$ cat src/sv/extended_gcd_coefficient_core_macros.svh
// Assertion macros used by the controller of the extended GCD coefficient core.
`ifndef EXTENDED_GCD_COEFFICIENT_CORE_MACROS_SVH
`define EXTENDED_GCD_COEFFICIENT_CORE_MACROS_SVH

// Same-cycle implication, disabled while reset is asserted.
`define EGCD_ASSERT_NOW(name, clk, rstn, ante, cons, msg) \
	name: assert property (@(posedge clk) disable iff (!(rstn)) (ante) |-> (cons)) \
		else $error(msg);

// Next-cycle implication, disabled while reset is asserted.
`define EGCD_ASSERT_NEXT(name, clk, rstn, ante, cons, msg) \
	name: assert property (@(posedge clk) disable iff (!(rstn)) (ante) |=> (cons)) \
		else $error(msg);

`endif

$ cat src/sv/egcd_pkg.sv
// Package: widths, controller states and control/status structs of the GCD core.
`timescale 1ns / 1ps
`default_nettype none
package egcd_pkg;

	localparam int OPERAND_WIDTH      = 31;
	localparam int COEFF_WIDTH        = 32;
	localparam int DATA_WIDTH_DEFAULT = 32;
	localparam int STEP_WIDTH         = $clog2(OPERAND_WIDTH);
	localparam logic [STEP_WIDTH-1:0] STEP_LAST = STEP_WIDTH'(OPERAND_WIDTH - 1);

	typedef enum logic [1:0] {
		ST_IDLE,
		ST_CHECK,
		ST_DIV,
		ST_UPDATE
	} state_t;

	typedef struct packed {
		logic load;
		logic div_start;
		logic div_step;
		logic update;
		logic capture;
	} ctrl_cmd_t;

	typedef struct packed {
		logic rem_zero;
	} dp_status_t;

endpackage
`default_nettype wire

$ cat src/sv/egcd_if.sv
// Valid/ready channel interfaces for operand and coefficient transfers.
`timescale 1ns / 1ps
`default_nettype none
interface egcd_in_if;
	logic                                valid;
	logic                                ready;
	logic [egcd_pkg::OPERAND_WIDTH-1:0] operand_a;
	logic [egcd_pkg::OPERAND_WIDTH-1:0] operand_b;

	modport source (output valid, output operand_a, output operand_b, input ready);
	modport sink (input valid, input operand_a, input operand_b, output ready);
endinterface

interface egcd_out_if;
	logic                                      valid;
	logic                                      ready;
	logic signed [egcd_pkg::COEFF_WIDTH-1:0] coefficient;

	modport source (output valid, output coefficient, input ready);
	modport sink (input valid, input coefficient, output ready);
endinterface
`default_nettype wire

$ cat src/sv/egcd_ctrl.sv
// Controller FSM: sequences load, division steps, round update and result capture.
`timescale 1ns / 1ps
`default_nettype none
`include "extended_gcd_coefficient_core_macros.svh"
module egcd_ctrl (
	input  wire logic                 clk,
	input  wire logic                 arst_n,
	input  wire logic                 in_valid,
	output      logic                 in_ready,
	output      logic                 out_valid,
	input  wire logic                 out_ready,
	input  wire egcd_pkg::dp_status_t status,
	output      egcd_pkg::ctrl_cmd_t  cmd
);

	egcd_pkg::state_t                   state_q, state_d;
	logic [egcd_pkg::STEP_WIDTH-1:0]   step_q;
	logic                               out_valid_q;
	logic                               slot_free;

	assign slot_free = !out_valid_q || out_ready;

	// next state
	always_comb begin
		state_d = state_q;
		case (state_q)
			egcd_pkg::ST_IDLE: begin
				if (in_valid) state_d = egcd_pkg::ST_CHECK;
			end
			egcd_pkg::ST_CHECK: begin
				if (!status.rem_zero) state_d = egcd_pkg::ST_DIV;
				else if (slot_free) state_d = egcd_pkg::ST_IDLE;
			end
			egcd_pkg::ST_DIV: begin
				if (step_q == egcd_pkg::STEP_LAST) state_d = egcd_pkg::ST_UPDATE;
			end
			egcd_pkg::ST_UPDATE: state_d = egcd_pkg::ST_CHECK;
			default: state_d = egcd_pkg::ST_IDLE;
		endcase
	end

	// outputs
	always_comb begin
		cmd       = '0;
		in_ready  = 1'b0;
		case (state_q)
			egcd_pkg::ST_IDLE: begin
				in_ready = 1'b1;
				cmd.load = in_valid;
			end
			egcd_pkg::ST_CHECK: begin
				cmd.div_start = !status.rem_zero;
				cmd.capture   = status.rem_zero && slot_free;
			end
			egcd_pkg::ST_DIV:    cmd.div_step = 1'b1;
			egcd_pkg::ST_UPDATE: cmd.update   = 1'b1;
			default: cmd = '0;
		endcase
	end

	assign out_valid = out_valid_q;

	always_ff @(posedge clk or negedge arst_n) begin
		if (!arst_n) begin
			state_q     <= egcd_pkg::ST_IDLE;
			step_q      <= '0;
			out_valid_q <= 1'b0;
		end else begin
			state_q <= state_d;
			if (cmd.div_start) step_q <= '0;
			else if (cmd.div_step) step_q <= step_q + 1'b1;
			if (cmd.capture) out_valid_q <= 1'b1;
			else if (out_ready) out_valid_q <= 1'b0;
		end
	end

	`EGCD_ASSERT_NEXT(a_accept_to_check, clk, arst_n, in_valid && in_ready, state_q == egcd_pkg::ST_CHECK, "accepted operands did not start a round check")
	`EGCD_ASSERT_NOW(a_capture_slot, clk, arst_n, cmd.capture, !out_valid_q || out_ready, "result captured over an untaken result")
	`EGCD_ASSERT_NOW(a_capture_done, clk, arst_n, cmd.capture, status.rem_zero, "result captured before remainder reached zero")
	`EGCD_ASSERT_NEXT(a_div_length, clk, arst_n, cmd.div_step && step_q == egcd_pkg::STEP_LAST, state_q == egcd_pkg::ST_UPDATE && cmd.update, "division did not end after its last step")

endmodule
`default_nettype wire

$ cat src/sv/egcd_dp.sv
// Datapath: remainder and s registers, radix-2 divider with shift-and-add product.
`timescale 1ns / 1ps
`default_nettype none
module egcd_dp #(
	parameter int DATA_WIDTH = egcd_pkg::DATA_WIDTH_DEFAULT
) (
	input  wire logic                                    clk,
	input  wire egcd_pkg::ctrl_cmd_t                     cmd,
	input  wire logic [egcd_pkg::OPERAND_WIDTH-1:0]      operand_a,
	input  wire logic [egcd_pkg::OPERAND_WIDTH-1:0]      operand_b,
	output      logic signed [egcd_pkg::COEFF_WIDTH-1:0] coefficient,
	output      egcd_pkg::dp_status_t                    status
);

	localparam int N  = egcd_pkg::OPERAND_WIDTH;
	localparam int CW = egcd_pkg::COEFF_WIDTH;

	logic [N-1:0]            rem_prev_q, rem_cur_q, dvd_q, part_q;
	logic [DATA_WIDTH-1:0]   s_prev_q, s_cur_q, prod_q;
	logic signed [CW-1:0]    coeff_q;
	logic [N:0]              shifted;
	logic [N+1:0]            diff;
	logic                    q_bit;
	logic signed [DATA_WIDTH-1:0] s_sx;

	// one restoring division step
	assign shifted = {part_q, dvd_q[N-1]};
	assign diff    = {1'b0, shifted} - {2'b00, rem_cur_q};
	assign q_bit   = !diff[N+1];
	assign s_sx    = s_prev_q;

	always_ff @(posedge clk) begin
		if (cmd.load) begin
			rem_prev_q <= operand_a;
			rem_cur_q  <= operand_b;
			s_prev_q   <= {{(DATA_WIDTH-1){1'b0}}, 1'b1};
			s_cur_q    <= '0;
		end
		if (cmd.div_start) begin
			dvd_q  <= rem_prev_q;
			part_q <= '0;
			prod_q <= '0;
		end
		if (cmd.div_step) begin
			dvd_q  <= dvd_q << 1;
			part_q <= q_bit ? diff[N-1:0] : shifted[N-1:0];
			prod_q <= (prod_q << 1) + (q_bit ? s_cur_q : '0);
		end
		if (cmd.update) begin
			rem_prev_q <= rem_cur_q;
			rem_cur_q  <= part_q;
			s_prev_q   <= s_cur_q;
			s_cur_q    <= s_prev_q - prod_q;
		end
		if (cmd.capture) coeff_q <= CW'(s_sx);
	end

	assign status.rem_zero = (rem_cur_q == '0);
	assign coefficient     = coeff_q;

endmodule
`default_nettype wire

$ cat src/sv/extended_gcd_coefficient_core.sv
// Top level of the extended GCD coefficient core: controller plus datapath.
// Each Euclid round is a check state, the steps of the one-bit-per-cycle divider
// and an update state.
// Throughput: one item at a time; the next operands transfer while a result waits.
// Reset (arst_n low) clears the controller state and the result-valid flag only.
`timescale 1ns / 1ps
`default_nettype none
module extended_gcd_coefficient_core #(
	parameter int DATA_WIDTH = egcd_pkg::DATA_WIDTH_DEFAULT
) (
	input wire logic     clk,
	input wire logic     arst_n,
	egcd_in_if.sink      operands,
	egcd_out_if.source   result
);

	// commands from the controller, status back from the datapath
	egcd_pkg::ctrl_cmd_t  cmd;
	egcd_pkg::dp_status_t status;

	logic                                     in_ready;
	logic                                     out_valid;
	logic signed [egcd_pkg::COEFF_WIDTH-1:0] coefficient;

	// Controller: accepts operands in idle, walks check/divide/update rounds
	// and holds the result valid until the sink takes the transfer.
	egcd_ctrl u_ctrl (
		.clk       (clk),
		.arst_n    (arst_n),
		.in_valid  (operands.valid),
		.in_ready  (in_ready),
		.out_valid (out_valid),
		.out_ready (result.ready),
		.status    (status),
		.cmd       (cmd)
	);

	// Datapath: remainders, s sequence wrapped to DATA_WIDTH bits,
	// divider and the q * s product built bit by bit during division.
	egcd_dp #(
		.DATA_WIDTH (DATA_WIDTH)
	) u_dp (
		.clk         (clk),
		.cmd         (cmd),
		.operand_a   (operands.operand_a),
		.operand_b   (operands.operand_b),
		.coefficient (coefficient),
		.status      (status)
	);

	assign operands.ready     = in_ready;
	assign result.valid       = out_valid;
	assign result.coefficient = coefficient;

endmodule
`default_nettype wire

$ cat src/flat_wrapper.sv
// flat-port wrapper written by rule: the top's interface ports become plain ports
module extended_gcd_coefficient_core_flat 
#(
	parameter int DATA_WIDTH = egcd_pkg::DATA_WIDTH_DEFAULT
)
  (clk, arst_n, operands_valid, operands_operand_a, operands_operand_b, operands_ready, result_valid, result_coefficient, result_ready);
  egcd_in_if operands_i ();
  egcd_out_if result_i ();
  input wire logic clk;
  input wire logic arst_n;
  input wire logic [$bits(operands_i.valid)-1:0] operands_valid;
  input wire logic [$bits(operands_i.operand_a)-1:0] operands_operand_a;
  input wire logic [$bits(operands_i.operand_b)-1:0] operands_operand_b;
  output wire logic [$bits(operands_i.ready)-1:0] operands_ready;
  output wire logic [$bits(result_i.valid)-1:0] result_valid;
  output wire logic [$bits(result_i.coefficient)-1:0] result_coefficient;
  input wire logic [$bits(result_i.ready)-1:0] result_ready;
  assign operands_i.valid = operands_valid;
  assign operands_i.operand_a = operands_operand_a;
  assign operands_i.operand_b = operands_operand_b;
  assign operands_ready = operands_i.ready;
  assign result_valid = result_i.valid;
  assign result_coefficient = result_i.coefficient;
  assign result_i.ready = result_ready;
  extended_gcd_coefficient_core #(.DATA_WIDTH(DATA_WIDTH)) u_core (.clk(clk), .arst_n(arst_n), .operands(operands_i), .result(result_i));
endmodule
$ cat config.mk
export PLATFORM = sky130hd
export DESIGN_NAME = extended_gcd_coefficient_core_flat
export DESIGN_NICKNAME = d
export VERILOG_FILES = /design/src/sv/egcd_pkg.sv /design/src/sv/egcd_if.sv /design/src/sv/egcd_ctrl.sv /design/src/sv/egcd_dp.sv /design/src/sv/extended_gcd_coefficient_core.sv /design/src/flat_wrapper.sv
export VERILOG_INCLUDE_DIRS = /design/src /design/src/sv
export SDC_FILE = /design/constraint.sdc
export NUM_CORES = 1
export LEC_CHECK = 0
export ABC_AREA = 0
export ABC_CLOCK_PERIOD_IN_PS = 4700
export BUFFER_PORTS_ARGS = -buffer_cell sky130_fd_sc_hd__buf_2
export CORE_AREA = 8 8 149 207
export CTS_CLUSTER_DIAMETER = 120
export DETAILED_ROUTE_END_ITERATION = 10
export DIE_AREA = 0 0 157 215
export GPL_TIMING_DRIVEN = 0
export PLACE_DENSITY = 0.77
export SYNTH_ARGS = -nofsm -noshare
export SYNTH_HDL_FRONTEND = slang
export SYNTH_SLANG_ARGS = --single-unit
export TNS_END_PERCENT = 5
$ cat constraint.sdc
create_clock -name clk -period 4.7 [get_ports clk]
set_input_delay 0.47 -clock clk [delete_from_list [all_inputs] [get_ports clk]]
set_output_delay 0.47 -clock clk [all_outputs]
set_load 0.05 [all_outputs]
==> impl_results.md <==
- Initial antenna violation count: 0
- Clock buffer depth: 3
- CP endpoint kind: flop
- Worst r2r path cells: 21
- Mean routed wirelength per cell: 19.8 µm
- Post-synth EDFFs: 251
- Unrepaired setup endpoints after global routing: true
- Remaining DRCs: 0
- Post-synth top flop: edfxtp_1
- Synth Net Count: 1,573
- Tcrit/Tclk final: 104%
- Clk_lat worst skew: 0.55 ns
- Post-synthesis instance total: 1,405
- CP required: 4.98 ns
- Clock-pin slew on the worst setup and hold paths: roughly 0.07 ns
- Crit path from: u_core.u_dp.rem_cur_q[3]
- Max-cap violations: 0
- Initial core utilization: 55.1%
- Worst Setup Slack, final: -0.192 ns
- Nature of the critical path startpoint: flop
- Min-delay worst type: in2reg
- Mux contribution to synthesized area: roughly 5.0%
- Skew final: ~0.017 ns
- DP Worst Slack: -0.921 ns
- Final Hold Viols: 0
- Diodes inserted: 0
- Gr usage total: 22.9%
- YS warnings: 0
- Minimum hold slack: 0.220 ns
- Io pins: 100
- First drt pass iteration count: 5
- CTS root buf: clkbuf_16
- Largest net degree at the start of global routing: 55
- Worst-path fanout max: 7
- Row count: 73
- Final cell count without fillers: 1,979
- Power Density: 425 nW/µm²
- Post-Synth Simple-Gate Area: approximately 13%
- Vias per std cell: ~6
- # nets final: 1,752
- Routed vias: 11,700
- Synth-to-layout area growth: 17.4%
- Slew @ Worst Pin: roughly 0.85 ns
- Fraction of layout cells with a size suffix above 1: 20.9%
- Final setup vio count: 12
- R2R Path Start: u_core.u_dp.rem_cur_q[3]
- R2r endpoint: u_core.u_dp.prod_q[20]
- Synth Register Bits: 260
- R2R setup slack: -0.19 ns
- Final ANT Viol Nets: 0
- Adder-cell share of the synthesized area: under 10%
- IO Port Bufs: 99
- Slew Limit Fails: 0
- TritonCTS Sinks: 260
- RePlAce Congestion: about 0.96
- First-pass GRT wire length: a little over 60,000 µm
- Core area: 27,900 µm²
- Seq/Total Area, Yosys: 50.6%
- Fmax: approximately 0.20 GHz
- WP data arrival: 5.17 ns
- Die W: ~160 µm
- Most frequent cells in the layout: 251 x edfxtp_1, 113 x nand2_1, 104 x buf_2, 86 x nor2_1, 86 x ha_1
- Outcome: finished, violations left
- Mapped Area: roughly 15,000 µm²
- Compound-cell area share of the yosys netlist: roughly 15%
- Post-DP HPWL: 28,000 µm
- Vias in the first global route: 12,000
- Detailed Route WL: 39,200 µm
- Area of the multi-input gates: between 7000 and 8000 µm²
- CTS H-tree lvls: 1
- Commonest non-fill, non-tap cell in the layout: edfxtp_1
- Slew HR: 43.1%
- Die footprint: 33,800 µm²
- Syn avg cell area: 10.9 µm²
- Dpl cells: 1,882
- Pleak: 7.37 nW
- Worst VDD drop: 0.000401 V
- Failing checks: setup timing
- Synth cell types: 71
- Combinational family with the most area after synthesis: compound AO/OA/AOI/OAI gates
- Setup CP Type: reg2reg
- End point of the critical path: u_core.u_dp.prod_q[20]
- Async set-reset flop share out of synthesis: 3.08%
- Register Area: slightly below 8000 µm²
- Post-synthesis xor/xnor area fraction: 4.45%
- Chip Height: 215 µm
- Fillcell total: 2,132
- CTS Buf Count: 26
- Overall overflow remaining after global route: 0
- Minimum clock period: 4.89 ns
- DRT iter0 DRCs: 930
- CTS tree: yes
## timing repair
item                                    CTS  global route
endpoints found under the setup margin   20            17
resized for setup                        59            24
endpoints found under the hold margin     8             0
hold buffers                              1             0
pin swaps                                28            21
setup buffers                            43             7
## synth_stat cells, types with 3 or more instances
| cell type | n | area, µm² |
|---|---|---|
| buf_2 | 6 | 30.0 |
| dfrtp_1 | 8 | 200 |
| nor3_1 | 22 | 110 |
| a221o_1 | 3 | 30.0 |
| inv_1 | 86 | 323 |
| buf_1 | 12 | 45.0 |
| nand2b_1 | 19 | 119 |
| or3_1 | 6 | 37.5 |
| o21bai_1 | 13 | 97.6 |
| nand4_1 | 19 | 119 |
| ha_1 | 99 | 1240 |
| fa_1 | 3 | 60.1 |
| a211o_1 | 5 | 43.8 |
| a211oi_1 | 17 | 128 |
| xnor2_1 | 45 | 394 |
| nand3_1 | 36 | 180 |
| edfxtp_1 | 251 | 7540 |
| o21ai_1 | 28 | 140 |
| o21a_1 | 13 | 97.6 |
| mux2i_1 | 6 | 60.1 |
| a21oi_1 | 96 | 480 |
| a21o_1 | 49 | 368 |
| o2111a_1 | 3 | 33.8 |
| nor2b_1 | 6 | 37.5 |
| o21ai_0 | 58 | 290 |
| nor4_1 | 8 | 50.1 |
| o22ai_1 | 5 | 31.3 |
| nor2_1 | 86 | 323 |
| o211ai_1 | 7 | 52.6 |
| a31oi_1 | 9 | 56.3 |
| and2_1 | 68 | 425 |
| xor2_1 | 33 | 289 |
| o31ai_1 | 9 | 67.6 |
| nand2_1 | 115 | 432 |
| and3_1 | 9 | 56.3 |
| clkbuf_1 | 38 | 143 |
| mux2_2 | 63 | 709 |
## per-stage QoR
step / instance area (µm²) / power, mW / util (%) / setup TNS, ns
after global placement: 16300 / 4.48 / 58.5 / -301.28
after floorplan: 15300 / 4.47 / - / 0
final: 18000 / 7.66 / 64.7 / -1.12
after global routing: 18000 / 8.00 / 64.7 / -4.01
after CTS: 17900 / 7.48 / 64.1 / -0.704
after detailed placement: 16400 / 4.95 / 58.9 / -10.30
## per-layer routing
metal,GRT usage (%),wire (µm)
met1,24.8,14400
met2,41.9,20700
met3,3.01,2030
met4,12.9,2080
met5,0,0
## report_power, final
part / switching (mW) / internal, mW / total [mW] / leakage [nW]
Sequential: 0.300 / 3.03 / 3.33 / 2.65
Combinational: 1.10 / 1.16 / 2.27 / 4.31
Clock: 0.902 / 1.16 / 2.06 / 0.410
Total: 2.30 / 5.36 / 7.66 / 7.37
## flip-flops by register name, indices dropped and copies added (netlist names)
| signal | flops |
|---|---|
| u_core.u_dp.rem_cur_q | 31 |
| u_core.u_dp.part_q | 31 |
| u_core.u_dp.s_prev_q | 32 |
| u_core.u_dp.coefficient | 32 |
| u_core.u_dp.prod_q | 32 |
| u_core.u_dp.rem_prev_q | 31 |
| u_core.u_ctrl.out_valid | 1 |
| u_core.u_dp.s_cur_q | 32 |
| u_core.u_dp.dvd_q | 31 |
| u_core.u_ctrl.step_q | 5 |
| u_core.u_ctrl.state_q | 2 |
## worst max-delay path, stage by stage (launching register included)
cell	delay [ns]
edfxtp_1	0.44
inv_2	0.10
ha_4	0.20
o211ai_1	0.26
a21oi_4	0.05
o211ai_1	0.28
nand3_1	0.15
a211o_1	0.34
o211ai_4	0.25
nand2_4	0.10
buf_6	0.18
and2_4	0.14
ha_4	0.22
a2111oi_4	0.37
o31ai_4	0.15
a311oi_4	0.37
o21ai_2	0.16
a221oi_4	0.40
buf_4	0.19
buf_6	0.08
xor2_1	0.13
nor2_1	0.05
## cell type report
type | instances | share of cell area [%]
Tap cell | 375 | 2.60
Sequential cell | 260 | 43.1
Multi-Input combinational cell | 1001 | 41.0
Clock inverter | 17 | 0.778
Clock buffer | 31 | 3.83
Buffer | 55 | 1.35
Timing Repair Buffer | 153 | 5.60
Inverter | 87 | 1.81
## kinds of logic after synthesis
| logic type | after synthesis |
|---|---|
| AOI/OAI and AO/OA | 348 |
| xor gates and xnor gates | 78 |
| adders and majority gates | 102 |
| buffers and inverters | 144 |
| DFF | 260 |
| muxes | 69 |
| and+or+nand+nor | 404 |
## worst min-delay path by stage
stage	start	end	slack, ns	depth (start not counted)
floorplan	arst_n	u_core.u_ctrl.out_valid	0.17	0
global placement	arst_n	u_core.u_ctrl.state_q[1]	0.32	1
detailed placement	arst_n	u_core.u_ctrl.state_q[0]	0.32	1
CTS	operands_operand_b[9]	u_core.u_dp.rem_cur_q[9]	0.21	2
global route	operands_operand_b[8]	u_core.u_dp.rem_cur_q[8]	0.21	2
finish	operands_operand_b[9]	u_core.u_dp.rem_cur_q[9]	0.22	2
(Power assumes the default switching activity.)
